File: src/sv/assert_macros.svh
// Assertion macros included by the RTL.
`ifndef ASSERT_MACROS_SVH
`define ASSERT_MACROS_SVH

// Same-cycle implication, clocked on clk, off during reset.
`define AST_IMPLY(lbl, ante, cons) \
    lbl: assert property (@(posedge clk) disable iff (!rst_n) (ante) |-> (cons)) \
        else $error("implication check failed");

// Next-cycle implication, clocked on clk, off during reset.
`define AST_NEXT(lbl, ante, cons) \
    lbl: assert property (@(posedge clk) disable iff (!rst_n) (ante) |=> (cons)) \
        else $error("next-cycle check failed");

`endif

File: src/sv/stp_pkg.sv
`timescale 1ns / 1ps
// ============================================================================
// stp_pkg
// Types and constants of the stable topological sort unit.
// ============================================================================
package stp_pkg;

    localparam int FIELD_W = 16;

    typedef enum logic [1:0] {
        REQ_LOAD   = 2'd0,
        REQ_AFTER  = 2'd1,
        REQ_BEFORE = 2'd2,
        REQ_GO     = 2'd3
    } req_type_t;

    typedef struct packed {
        req_type_t            req_type;
        logic [FIELD_W-1:0]   node_id;
        logic [FIELD_W-1:0]   other_id;
    } req_t;

    typedef struct packed {
        logic [FIELD_W-1:0]   sorted_id;
        logic                 id_valid;
        logic                 last;
        logic                 cycle_found;
    } rsp_t;

endpackage

File: src/sv/stable_topological_sort.sv
// Load: ids are matched by a memory sweep over the loaded entries, then the new entry is written.
// Constraint: the same sweep over the loaded entries, then the successor row read and update.
// Go: each emitted node takes a pick, then a row read and counter update.
// One transaction is worked on at a time; the result register frees the output side.
// Reset (async, active low) empties the loaded set; memories hold no reset value.
`timescale 1ns / 1ps
// ============================================================================
// stable_topological_sort
// Kahn sort with load-order tie break; ids and successor rows in sync memories.
// ============================================================================
module stable_topological_sort #(
    parameter int MAX_NODES = 32,
    parameter int ID_BITS   = 16
) (
    input  logic          clk,
    input  logic          rst_n,
    input  logic          req_valid,
    output logic          req_stall,
    input  stp_pkg::req_t req,
    output logic          rsp_valid,
    input  logic          rsp_stall,
    output stp_pkg::rsp_t rsp
);
    import stp_pkg::*;
    `include "assert_macros.svh"

    localparam int IW  = $clog2(MAX_NODES);
    localparam int CW  = $clog2(MAX_NODES + 1);
    localparam int IDW = (ID_BITS < FIELD_W) ? ID_BITS : FIELD_W;
    localparam logic [CW-1:0] FULL = CW'(MAX_NODES);

    typedef enum logic [7:0] {
        S_IDLE = 8'b0000_0001,
        S_SRD  = 8'b0000_0010,
        S_SCMP = 8'b0000_0100,
        S_LOAD = 8'b0000_1000,
        S_RRD  = 8'b0001_0000,
        S_RWR  = 8'b0010_0000,
        S_PICK = 8'b0100_0000,
        S_GRD  = 8'b1000_0000
    } state_t;

    state_t                 state_reg;
    req_type_t              type_reg;
    logic [IDW-1:0]         a_reg, b_reg;
    logic [CW-1:0]          cnt_reg;
    logic [IW-1:0]          idx_reg, ia_reg, ib_reg;
    logic                   fa_reg, fb_reg;
    logic [MAX_NODES-1:0]   emit_reg;
    logic [CW-1:0]          emitted_n_reg;
    logic                   hold_v_reg;
    logic [IDW-1:0]         hold_id_reg;
    logic [CW-1:0]          pend_reg [MAX_NODES];
    rsp_t                   out_reg;
    logic                   out_v_reg;
    logic                   out_v_next;

    logic [IDW-1:0]         id_mem  [MAX_NODES];
    logic [MAX_NODES-1:0]   row_mem [MAX_NODES];
    logic [IDW-1:0]         id_rd_reg;
    logic [MAX_NODES-1:0]   row_rd_reg;

    logic [IW-1:0]          from_idx, to_idx, rd_addr, pick;
    logic                   rd_en, any_ready, out_free, hit_a, hit_b, idx_last;
    logic                   row_we;
    logic [IW-1:0]          row_waddr;
    logic [MAX_NODES-1:0]   row_wdata;
    logic [MAX_NODES-1:0]   ready;

    assign req_stall = (state_reg != S_IDLE);
    assign rsp_valid = out_v_reg;
    assign rsp       = out_reg;
    assign out_free  = !out_v_reg || !rsp_stall;

    assign from_idx = (type_reg == REQ_AFTER) ? ib_reg : ia_reg;
    assign to_idx   = (type_reg == REQ_AFTER) ? ia_reg : ib_reg;
    assign hit_a    = (id_rd_reg == a_reg);
    assign hit_b    = (id_rd_reg == b_reg);
    assign idx_last = ((CW'(idx_reg) + CW'(1)) == cnt_reg);

    always_comb
    begin
        for (int i = 0; i < MAX_NODES; i++)
        begin
            ready[i] = (CW'(i) < cnt_reg) && !emit_reg[i] && (pend_reg[i] == '0);
        end
        pick      = '0;
        any_ready = 1'b0;
        for (int i = MAX_NODES - 1; i >= 0; i--)
        begin
            if (ready[i])
            begin
                pick      = IW'(i);
                any_ready = 1'b1;
            end
        end
    end

    always_comb
    begin
        rd_en = 1'b1;
        case (state_reg)
            S_SRD:   rd_addr = idx_reg;
            S_RRD:   rd_addr = from_idx;
            S_PICK:  rd_addr = pick;
            default:
            begin
                rd_addr = idx_reg;
                rd_en   = 1'b0;
            end
        endcase
    end

    always_comb
    begin
        row_we    = 1'b0;
        row_waddr = cnt_reg[IW-1:0];
        row_wdata = '0;
        if (state_reg == S_LOAD)
        begin
            row_we = 1'b1;
        end
        else if (state_reg == S_RWR && !row_rd_reg[to_idx])
        begin
            row_we    = 1'b1;
            row_waddr = from_idx;
            row_wdata = row_rd_reg | (MAX_NODES'(1) << to_idx);
        end
    end

    always_comb
    begin
        out_v_next = out_v_reg && rsp_stall;
        if (state_reg == S_PICK && !any_ready && out_free)
            out_v_next = 1'b1;
        else if (state_reg == S_GRD && hold_v_reg && out_free)
            out_v_next = 1'b1;
    end

    // memories
    always_ff @(posedge clk)
    begin
        if (state_reg == S_LOAD)
        begin
            id_mem[cnt_reg[IW-1:0]] <= a_reg;
        end
        if (row_we)
        begin
            row_mem[row_waddr] <= row_wdata;
        end
        if (rd_en)
        begin
            id_rd_reg  <= id_mem[rd_addr];
            row_rd_reg <= row_mem[rd_addr];
        end
    end

    // predecessor counters
    always_ff @(posedge clk)
    begin
        if (state_reg == S_LOAD)
        begin
            pend_reg[cnt_reg[IW-1:0]] <= '0;
        end
        else if (state_reg == S_RWR && !row_rd_reg[to_idx])
        begin
            pend_reg[to_idx] <= pend_reg[to_idx] + CW'(1);
        end
        else if (state_reg == S_GRD && (!hold_v_reg || out_free))
        begin
            for (int j = 0; j < MAX_NODES; j++)
            begin
                if (row_rd_reg[j] && pend_reg[j] != '0)
                begin
                    pend_reg[j] <= pend_reg[j] - CW'(1);
                end
            end
        end
    end

    always_ff @(posedge clk or negedge rst_n)
    begin
        if (!rst_n)
        begin
            state_reg     <= S_IDLE;
            cnt_reg       <= '0;
            out_v_reg     <= 1'b0;
            hold_v_reg    <= 1'b0;
            emit_reg      <= '0;
            emitted_n_reg <= '0;
            fa_reg        <= 1'b0;
            fb_reg        <= 1'b0;
            idx_reg       <= '0;
            ia_reg        <= '0;
            ib_reg        <= '0;
            type_reg      <= REQ_LOAD;
            a_reg         <= '0;
            b_reg         <= '0;
            hold_id_reg   <= '0;
            out_reg       <= '0;
        end
        else
        begin
            out_v_reg <= out_v_next;
            case (state_reg)
                S_IDLE:
                begin
                    if (req_valid)
                    begin
                        type_reg <= req.req_type;
                        a_reg    <= req.node_id[IDW-1:0];
                        b_reg    <= req.other_id[IDW-1:0];
                        fa_reg   <= 1'b0;
                        fb_reg   <= 1'b0;
                        idx_reg  <= '0;
                        case (req.req_type)
                            REQ_LOAD:
                            begin
                                if (cnt_reg == FULL)
                                    state_reg <= S_IDLE;
                                else if (cnt_reg == '0)
                                    state_reg <= S_LOAD;
                                else
                                    state_reg <= S_SRD;
                            end
                            REQ_GO:
                            begin
                                emit_reg      <= '0;
                                emitted_n_reg <= '0;
                                hold_v_reg    <= 1'b0;
                                state_reg     <= S_PICK;
                            end
                            default:
                            begin
                                state_reg <= (cnt_reg == '0) ? S_IDLE : S_SRD;
                            end
                        endcase
                    end
                end
                S_SRD:
                begin
                    state_reg <= S_SCMP;
                end
                S_SCMP:
                begin
                    if (hit_a)
                    begin
                        fa_reg <= 1'b1;
                        ia_reg <= idx_reg;
                    end
                    if (hit_b)
                    begin
                        fb_reg <= 1'b1;
                        ib_reg <= idx_reg;
                    end
                    if (!idx_last)
                    begin
                        idx_reg   <= idx_reg + IW'(1);
                        state_reg <= S_SRD;
                    end
                    else if (type_reg == REQ_LOAD)
                    begin
                        state_reg <= (fa_reg || hit_a) ? S_IDLE : S_LOAD;
                    end
                    else
                    begin
                        state_reg <= ((fa_reg || hit_a) && (fb_reg || hit_b)) ? S_RRD : S_IDLE;
                    end
                end
                S_LOAD:
                begin
                    cnt_reg   <= cnt_reg + CW'(1);
                    state_reg <= S_IDLE;
                end
                S_RRD:
                begin
                    state_reg <= S_RWR;
                end
                S_RWR:
                begin
                    state_reg <= S_IDLE;
                end
                S_PICK:
                begin
                    if (any_ready)
                    begin
                        emit_reg[pick] <= 1'b1;
                        emitted_n_reg  <= emitted_n_reg + CW'(1);
                        state_reg      <= S_GRD;
                    end
                    else if (out_free)
                    begin
                        if (hold_v_reg)
                        begin
                            out_reg <= '{sorted_id: FIELD_W'(hold_id_reg), id_valid: 1'b1,
                                         last: 1'b1, cycle_found: (emitted_n_reg < cnt_reg)};
                        end
                        else
                        begin
                            out_reg <= '{sorted_id: '0, id_valid: 1'b0,
                                         last: 1'b1, cycle_found: 1'b1};
                        end
                        hold_v_reg <= 1'b0;
                        cnt_reg    <= '0;
                        state_reg  <= S_IDLE;
                    end
                end
                S_GRD:
                begin
                    if (!hold_v_reg || out_free)
                    begin
                        if (hold_v_reg)
                        begin
                            out_reg   <= '{sorted_id: FIELD_W'(hold_id_reg), id_valid: 1'b1,
                                           last: 1'b0, cycle_found: 1'b0};
                        end
                        hold_id_reg <= id_rd_reg;
                        hold_v_reg  <= 1'b1;
                        state_reg   <= S_PICK;
                    end
                end
                default:
                begin
                    state_reg <= S_IDLE;
                end
            endcase
        end
    end

    `AST_IMPLY(a_cnt_bound, 1'b1, cnt_reg <= FULL)
    `AST_IMPLY(a_emit_bound, state_reg == S_PICK, emitted_n_reg <= cnt_reg)
    `AST_IMPLY(a_null_last, rsp_valid && !rsp.id_valid, rsp.last && rsp.cycle_found)
    `AST_NEXT(a_grd_next, state_reg == S_GRD, state_reg == S_PICK || state_reg == S_GRD)

endmodule

File: config.mk
export PLATFORM = sky130hd
export DESIGN_NAME = stable_topological_sort
export DESIGN_NICKNAME = d
export VERILOG_FILES = /design/src/sv/stp_pkg.sv /design/src/sv/stable_topological_sort.sv
export VERILOG_INCLUDE_DIRS = /design/src /design/src/sv
export SDC_FILE = /design/constraint.sdc
export NUM_CORES = 2
export LEC_CHECK = 0
export ABC_AREA = 1
export BUFFER_PORTS_ARGS = -buffer_cell sky130_fd_sc_hd__buf_4
export CORE_MARGIN = 1.5
export CORE_UTILIZATION = 45
export CTS_BUF_LIST = sky130_fd_sc_hd__clkbuf_8
export DETAILED_ROUTE_END_ITERATION = 10
export GPL_TIMING_DRIVEN = 0
export PLACE_DENSITY = 0.59
export SLEW_MARGIN = 20
export SYNTH_ARGS = -nofsm -noshare
export SYNTH_HDL_FRONTEND = slang
export SYNTH_SLANG_ARGS = --single-unit
File: constraint.sdc
create_clock -name clk -period 4.74 [get_ports clk]
set_clock_uncertainty 0.1 [all_clocks]
set_input_delay 0.948 -clock clk [delete_from_list [all_inputs] [get_ports clk]]
set_output_delay 0.948 -clock clk [all_outputs]
set_load 0.02 [all_outputs]
### Yosys cells after proc, flatten, opt, wreduce, memory -nomap -nowiden

Memories as Yosys holds them, arrays and structs flattened. A register that Yosys moved wholly into a read port is not among the register bits.
Cells that the tools add are included.

| word-level totals | value |
|---|---|
| flip-flop bits (word level) | 140 |
| memory bits (writable) | 1728 |
| output and inout port bits | 21 |
| bits in latches | 0 |
| memories kept | 3 |
| word-level logic and storage cells | 653 |
| memory bits (read-only) | 0 |

| cells by class | value |
|---|---|
| equality and inequality tests | 26 |
| add/subtract/negate cells | 37 |
| div/mod/pow operators | 0 |
| reduce and logical (&&, ||, !) cells | 233 |
| $mul | 0 |
| mux-type cells | 296 |
| bitwise operators | 2 |
| shifts and indexed selects | 1 |
| magnitude comparators | 36 |

Memories:

| memory | depth | width | read ports | clocked after memory_dff | wr ports | RTL line | RTL |
|---|---|---|---|---|---|---|---|
| row_mem | 32 | 32 | 1 | 1 | 1 | stable_topological_sort.sv:59 | `logic [MAX_NODES-1:0] row_mem [MAX_NODES];` |
| id_mem | 32 | 16 | 1 | 1 | 1 | stable_topological_sort.sv:58 | `logic [IDW-1:0] id_mem [MAX_NODES];` |
| pend_reg | 32 | 6 | 33 | 0 | 32 | stable_topological_sort.sv:53 | `logic [CW-1:0] pend_reg [MAX_NODES];` |

Operators by type and width:

| cell | count |
|---|---|
| $mux 1 | 215 |
| $mux 5 | 43 |
| $logic_not 6->1 | 33 |
| $reduce_bool 6->1 | 32 |
| $sub 6x1->6 const B | 32 |
| $mux 32 | 5 |
| $logic_and 1x1->1 | 105 |
| $lt 5x6->1 const A | 16 |
| $mux 19 | 5 |
| $or 32x32->32 | 2 |
| $pmux 32 s2 | 1 |
| $lt 4x6->1 const A | 8 |
| $pmux 8 s6 | 1 |
| $mux 6 | 7 |
| $pmux 19 s2 | 1 |
| $logic_not 1->1 | 37 |
| $eq 16x16->1 | 2 |
| $mux 8 | 4 |
| $shl 1x5->32 const A | 1 |
| $lt 3x6->1 const A | 4 |
| $pmux 6 s2 | 2 |
| $pmux 5 s2 | 2 |
| $add 6x1->6 const B | 3 |
| $ne 2x2->1 const B | 8 |
| 40 further kinds | 62 |

### Logic depth before layout (Yosys ltp)

| logic depth | value |
|---|---|
| depth in word-level cells | 42 |
| mapped depth | 47 |

### Least setup slack after synthesis

Ideal clock, no wire load.

| path | value |
|---|---|
| path type | flip-flop to flip-flop |
| from | reg type_reg[1] |
| to | mem row_mem[0][1] (data pin) |
| stages on the path, launching flop included | 17 |
| slack | -0.209 ns |
| data required time | 4.077 ns |
| library setup time | 0.563 ns |
| arrival | 4.286 ns |
| path buffers | 1 |
| path through | dfrtp_1 nor2_2 clkinv_1 o21ai_1 nor2_1 inv_1 clkbuf_1 o22ai_1 a221oi_1 nand2_1 o211ai_1 a21oi_1 nor2_1 nand2_1 inv_1 nand2_1 o41ai_1 |

| between the ends | value |
|---|---|
| longest elaborated chain between the ends | 8 |
| elaborated cells on any way between the ends | 10 |
| classes of those cells | 1 x eq/ne; 1 x shift; 5 x mux; 1 x bitwise; 2 x reduce/logical |

RTL lines:

| element | RTL line | RTL |
|---|---|---|
| from (decl) | stable_topological_sort.sv:44 | `req_type_t type_reg;` |
| from (signal assigned) | stable_topological_sort.sv:210 | `type_reg <= req.req_type;` |
| $eq 2x1->1 * | stable_topological_sort.sv:76 | `assign to_idx = (type_reg == REQ_AFTER) ? ia_reg : ib_reg;` |
| $mux 5 * | stable_topological_sort.sv:76 |  |
| $bmux 1 s5 | stable_topological_sort.sv:123 | `else if (state_reg == S_RWR && !row_rd_reg[to_idx])` |
| $mux 1 (implied by the code) | stable_topological_sort.sv:123 |  |
| $logic_not 1->1 | stable_topological_sort.sv:123 |  |
| $logic_and 1x1->1 | stable_topological_sort.sv:123 |  |
| $mux 32 * | stable_topological_sort.sv:123 |  |
| $mux 32 * | stable_topological_sort.sv:119 | `if (state_reg == S_LOAD)` |
| net row_wdata[1] | stable_topological_sort.sv:67 | `logic [MAX_NODES-1:0] row_wdata;` |
| to (decl) | stable_topological_sort.sv:59 |  |

The timed path passes the listed nets; every way through them passes the cells marked *. The select of a mux whose other input is x is not followed.

### Worst setup path in the final report

| path | value |
|---|---|
| from | reg state_reg[2] |
| to | reg row_rd_reg[11], read port of row_mem (data pin) |

| between the ends | value |
|---|---|
| longest elaborated chain between the ends | 3 |
| elaborated cells on any way between the ends | 6 |
| classes of those cells | 3 x eq/ne; 2 x mux; 1 x reduce/logical |

RTL lines:

| element | RTL line | RTL |
|---|---|---|
| from (decl) | stable_topological_sort.sv:43 | `state_t state_reg;` |
| from (signal assigned) | stable_topological_sort.sv:235 | `state_reg <= (cnt_reg == '0) ? S_IDLE : S_SRD;` |
| from (signal assigned) | stable_topological_sort.sv:263 | `state_reg <= (fa_reg \|\| hit_a) ? S_IDLE : S_LOAD;` |
| from (signal assigned) | stable_topological_sort.sv:267 | `state_reg <= ((fa_reg \|\| hit_a) && (fb_reg \|\| hit_b)) ? S_RRD : S_IDLE;` |
| $eq 8x7->1 (tied with other cells) | stable_topological_sort.sv:102 | `case (state_reg)` |
| $reduce_or 3->1 (no line) | - |  |
| $mux 1 | stable_topological_sort.sv:102 |  |
| to (decl) | stable_topological_sort.sv:61 | `logic [MAX_NODES-1:0] row_rd_reg;` |

Parallel ways exist; a longest one is shown, timed or not.
A chain may end at the register's enable or synchronous reset.

==> flow_summary_export.csv <==
group,metric,value,unit
logic_synthesis,syn_area,88600,um2
pwr,power.internal,30400,uW
hold_path,worst_hold_path_type,"input pin to flop",
worst_setup_path,crit_type,"flop to flop",
pwr,p_seq_frac,0.441,
cells_and_area,final_area,109000,um2
cells_and_area,seqCellArea,56900,um2
die,design.die.area,200000,um2
cts,root_buffer,"clkbuf_8",
cells_and_area,fill_cells,16635,
drt,vias_per_cell,5.59,
logic_synthesis,synth_edf_count,1776,
die,initial_core_util,0.454,
timing,tightest_slew,1130,ps
global_routing,antenna_found_initial,10,
timing,rsz0062_at_grt,"yes",
drt,route.met2.wl,145000,um
logic_synthesis,async_reset_ff_frac,0.0731,
pwr,power_frac_comb,0.259,
drt,drt-pass1-iter-count,8,
timing,slew_headroom,0.248,
drt,wl_met3,27500,um
cts,cts_tree,"yes",
cells_and_area,final_common_cell,"nand2_1",
placed_design,gp_congestion,0.972,
worst_setup_path,crit_buf_inv,5,
timing,drv_slew,0,
hold_path,hold_depth,3,
cts,cts_max_path_buffers,4,
worst_setup_path,reg2reg_depth,17,
run,maxCapViolations,0,
global_routing,grt_pass1_vias,65194,
pwr,leakage,0.0451,uW
pwr,power.density,422,nW/um2
drt,vias,68842,
die,die_y,447,um
worst_setup_path,cpMaxStageDelayCell,"clkbuf_2",
cells_and_area,nets,9554,
die,design.core.area,195000,um2
cts,h-tree-depth,5,
logic_synthesis,yosysSeqAreaShare,0.641,
worst_setup_path,worstPathMaxFanout,10,
placed_design,place_area,95200,um2
timing,final.setup.worst_slack,-133,ps
drt,drt-initial-drc-count,8212,
global_routing,grt_max_degree,78,
outcome,status,"complete, but fails checks",
pwr,p_sw,15700,uW
cells_and_area,multi_input_area,29300,um2
global_routing,grt_usage,0.300,
cells_and_area,drive_gt1_frac,0.199,
die,fp.dieW,447,um
cells_and_area,most-common-layout-cells,"1,855 x nand2_1, 1,776 x edfxtp_1, 1,315 x nand3_1, 1,268 x inv_1, 362 x nand3_2",
worst_setup_path,critical_path_depth,17,
cells_and_area,final_core_util,0.559,
logic_synthesis,syn-num-nets,8803,
worst_setup_path,required,5470,ps
pwr,peakVddDrop,0.301,mV
timing,hold_viol,0,
worst_setup_path,cp_data_arrival_time,5600,ps
drt,wl_per_cell,25.2,um
cells_and_area,largest_reg_flops,1024,
timing,period_share,1.03,
global_routing,grt_pass1_wl,434000,um
timing,setup_viol,51,
pwr,pwr-share-clk,0.300,
worst_setup_path,endpoint_kind,"flop",
cells_and_area,area_growth,23.1,%
drt,top_layer,"met5",
logic_synthesis,ys_types,54,
pwr,switching_share,0.341,
cts,clkSlewWorstSetupHoldPaths,60,ps
logic_synthesis,ys_dominant_reg_cell,"edfxtp_1",
logic_synthesis,yosysWarnings,0,
die,core.rowCount,162,
worst_setup_path,cp_cell_sequence,"nor2_1 -> inv_1 -> nor2_1 -> inv_1 -> nor4_4 -> nor2_1 -> nand2_1 -> clkbuf_4 -> clkbuf_2 -> clkbuf_1 -> nand3b_1 -> nand3_1 -> nand3_1 -> nand3_1 -> nand2_1 -> nand2_1 -> nand2_2",
cts,clk_latency,1090,ps
drt,wl_met1,119000,um
timing,fin_crit,4870,ps
logic_synthesis,synth-seq-cells,1916,
placed_design,dp_hpwl,214000,um
timing,setup_tns,-2930,ps
outcome,violations,"negative setup slack",
worst_setup_path,slowest_delay,600,ps
drt,post-route-drc-count,0,
global_routing,grt-ovfl-total,0,
cts,numCtsBuffers,342,
die,num_io_pins,59,
worst_setup_path,cp_top_family,"simple AND/OR/NAND/NOR gates",
timing,max_clock_freq,0.205,GHz
drt,drtAntennaViolNets,0,
placed_design,numPortBuffers,58,
logic_synthesis,syn_area_per_cell,10.2,um2
logic_synthesis,synthCells,8714,
cts,cts.sink_count,1916,
worst_setup_path,worst_setup_path_start_kind,"flop",
drt,finalWirelength,311000,um
==> layer usage <==
| metal | global-route usage | vias to the layer above |
|---|---|---|
| met5 | 0.00855 | - |
| met4 | 0.168 | 2 |
| met3 | 0.0567 | 802 |
| met2 | 0.477 | 3547 |
| met1 | 0.385 | 33399 |
| li1 | - | 31092 |
==> worst reg2reg max path, stage by stage, from the launching register on <==
cell and delay [ps]:
dfrtp_1 410, nor2_1 150, inv_1 80, nor2_1 150, inv_1 130, nor4_4 410
nor2_1 230, nand2_1 460, clkbuf_4 460, clkbuf_2 610, clkbuf_1 600, nand3b_1 150
nand3_1 110, nand3_1 190, nand3_1 150, nand2_1 70, nand2_1 80, nand2_2 80
==> logic make-up after synthesis <==
kind of cell,Yosys count,share of synthesized area
buffers and inverters,1668,0.0783
flip-flops,1916,0.641
XOR/XNOR,158,0.0156
AND/OR/NAND/NOR,4338,0.220
AO/OA/AOI/OAI,583,0.0374
adder cells (fa/ha/maj),51,0.00720
==> area by class of cell <==
type,count,area share
well taps,2624,0.0301
clock buffers,354,0.0447
inverters,1173,0.0407
clock inverters,214,0.00832
plain buffers,485,0.0330
multi-input cells,5130,0.269
flip-flops and latches,1916,0.521
diodes,12,0.000275
repair buffers,417,0.0529
==> worst paths after layout <==
path,endpoint,startpoint,slack (ps)
max in group asynchronous,state_reg[0],rst_n,3440
hold reg to reg,rsp[1],rsp[1],370
min in group asynchronous,rsp[17],rst_n,320
hold / removal,type_reg[0],req[32],70
setup / recovery,row_rd_reg[11],state_reg[2],-130
setup reg to reg,row_rd_reg[11],state_reg[2],-130
==> cell usage after synthesis, types with 31 or more instances <==
library cell     n  share of area
xnor2_1         82         0.0081
nor3_1          86         0.0049
inv_1         1160          0.049
buf_2          102         0.0058
dfrtp_1        139          0.039
o21ai_0        310          0.018
a21oi_1         75         0.0042
clkbuf_1       268          0.011
buf_6           53         0.0067
buf_1           32         0.0014
nand2_1       2047          0.087
o21ai_1         31         0.0018
nor2_1         235          0.010
ha_1            51         0.0072
buf_4           40         0.0034
nand3b_1       209          0.018
edfxtp_1      1776           0.60
o22ai_1         62         0.0044
xor2_1          76         0.0075
nand3_1       1705          0.096
==> power by group through the flow <==
stage	Sequential [uW]	Clock [uW]	Combinational, uW
floorplan	20400	0	5630
global placement	21100	0	8990
detailed placement	20600	0	9890
CTS	20300	14000	10200
global route	20400	14700	12700
finish	20300	13800	11900
==> metrics by stage <==
stage	hold WS, ps	setup WS [ps]	instances	power, uW
final	69.6	-133	12325	46100
after global routing	54.5	-451	12315	47700
after CTS	6.42	-290	12188	44400
after detailed placement	363	-2500	11508	30500
after global placement	363	-7670	11396	30100
after floorplan	338	-209	8714	26000
==> what timing repair did <==
action,4_1_cts,5_1_grt
cloned,0,26
pin swaps,43,396
endpoints found under the setup margin,2486,1789
setup buffers,79,114
resized for setup,404,1015
hold buffers,33,0
hold endpoints to repair,95,0
Note: power is estimated with default switching activity, not from simulation.
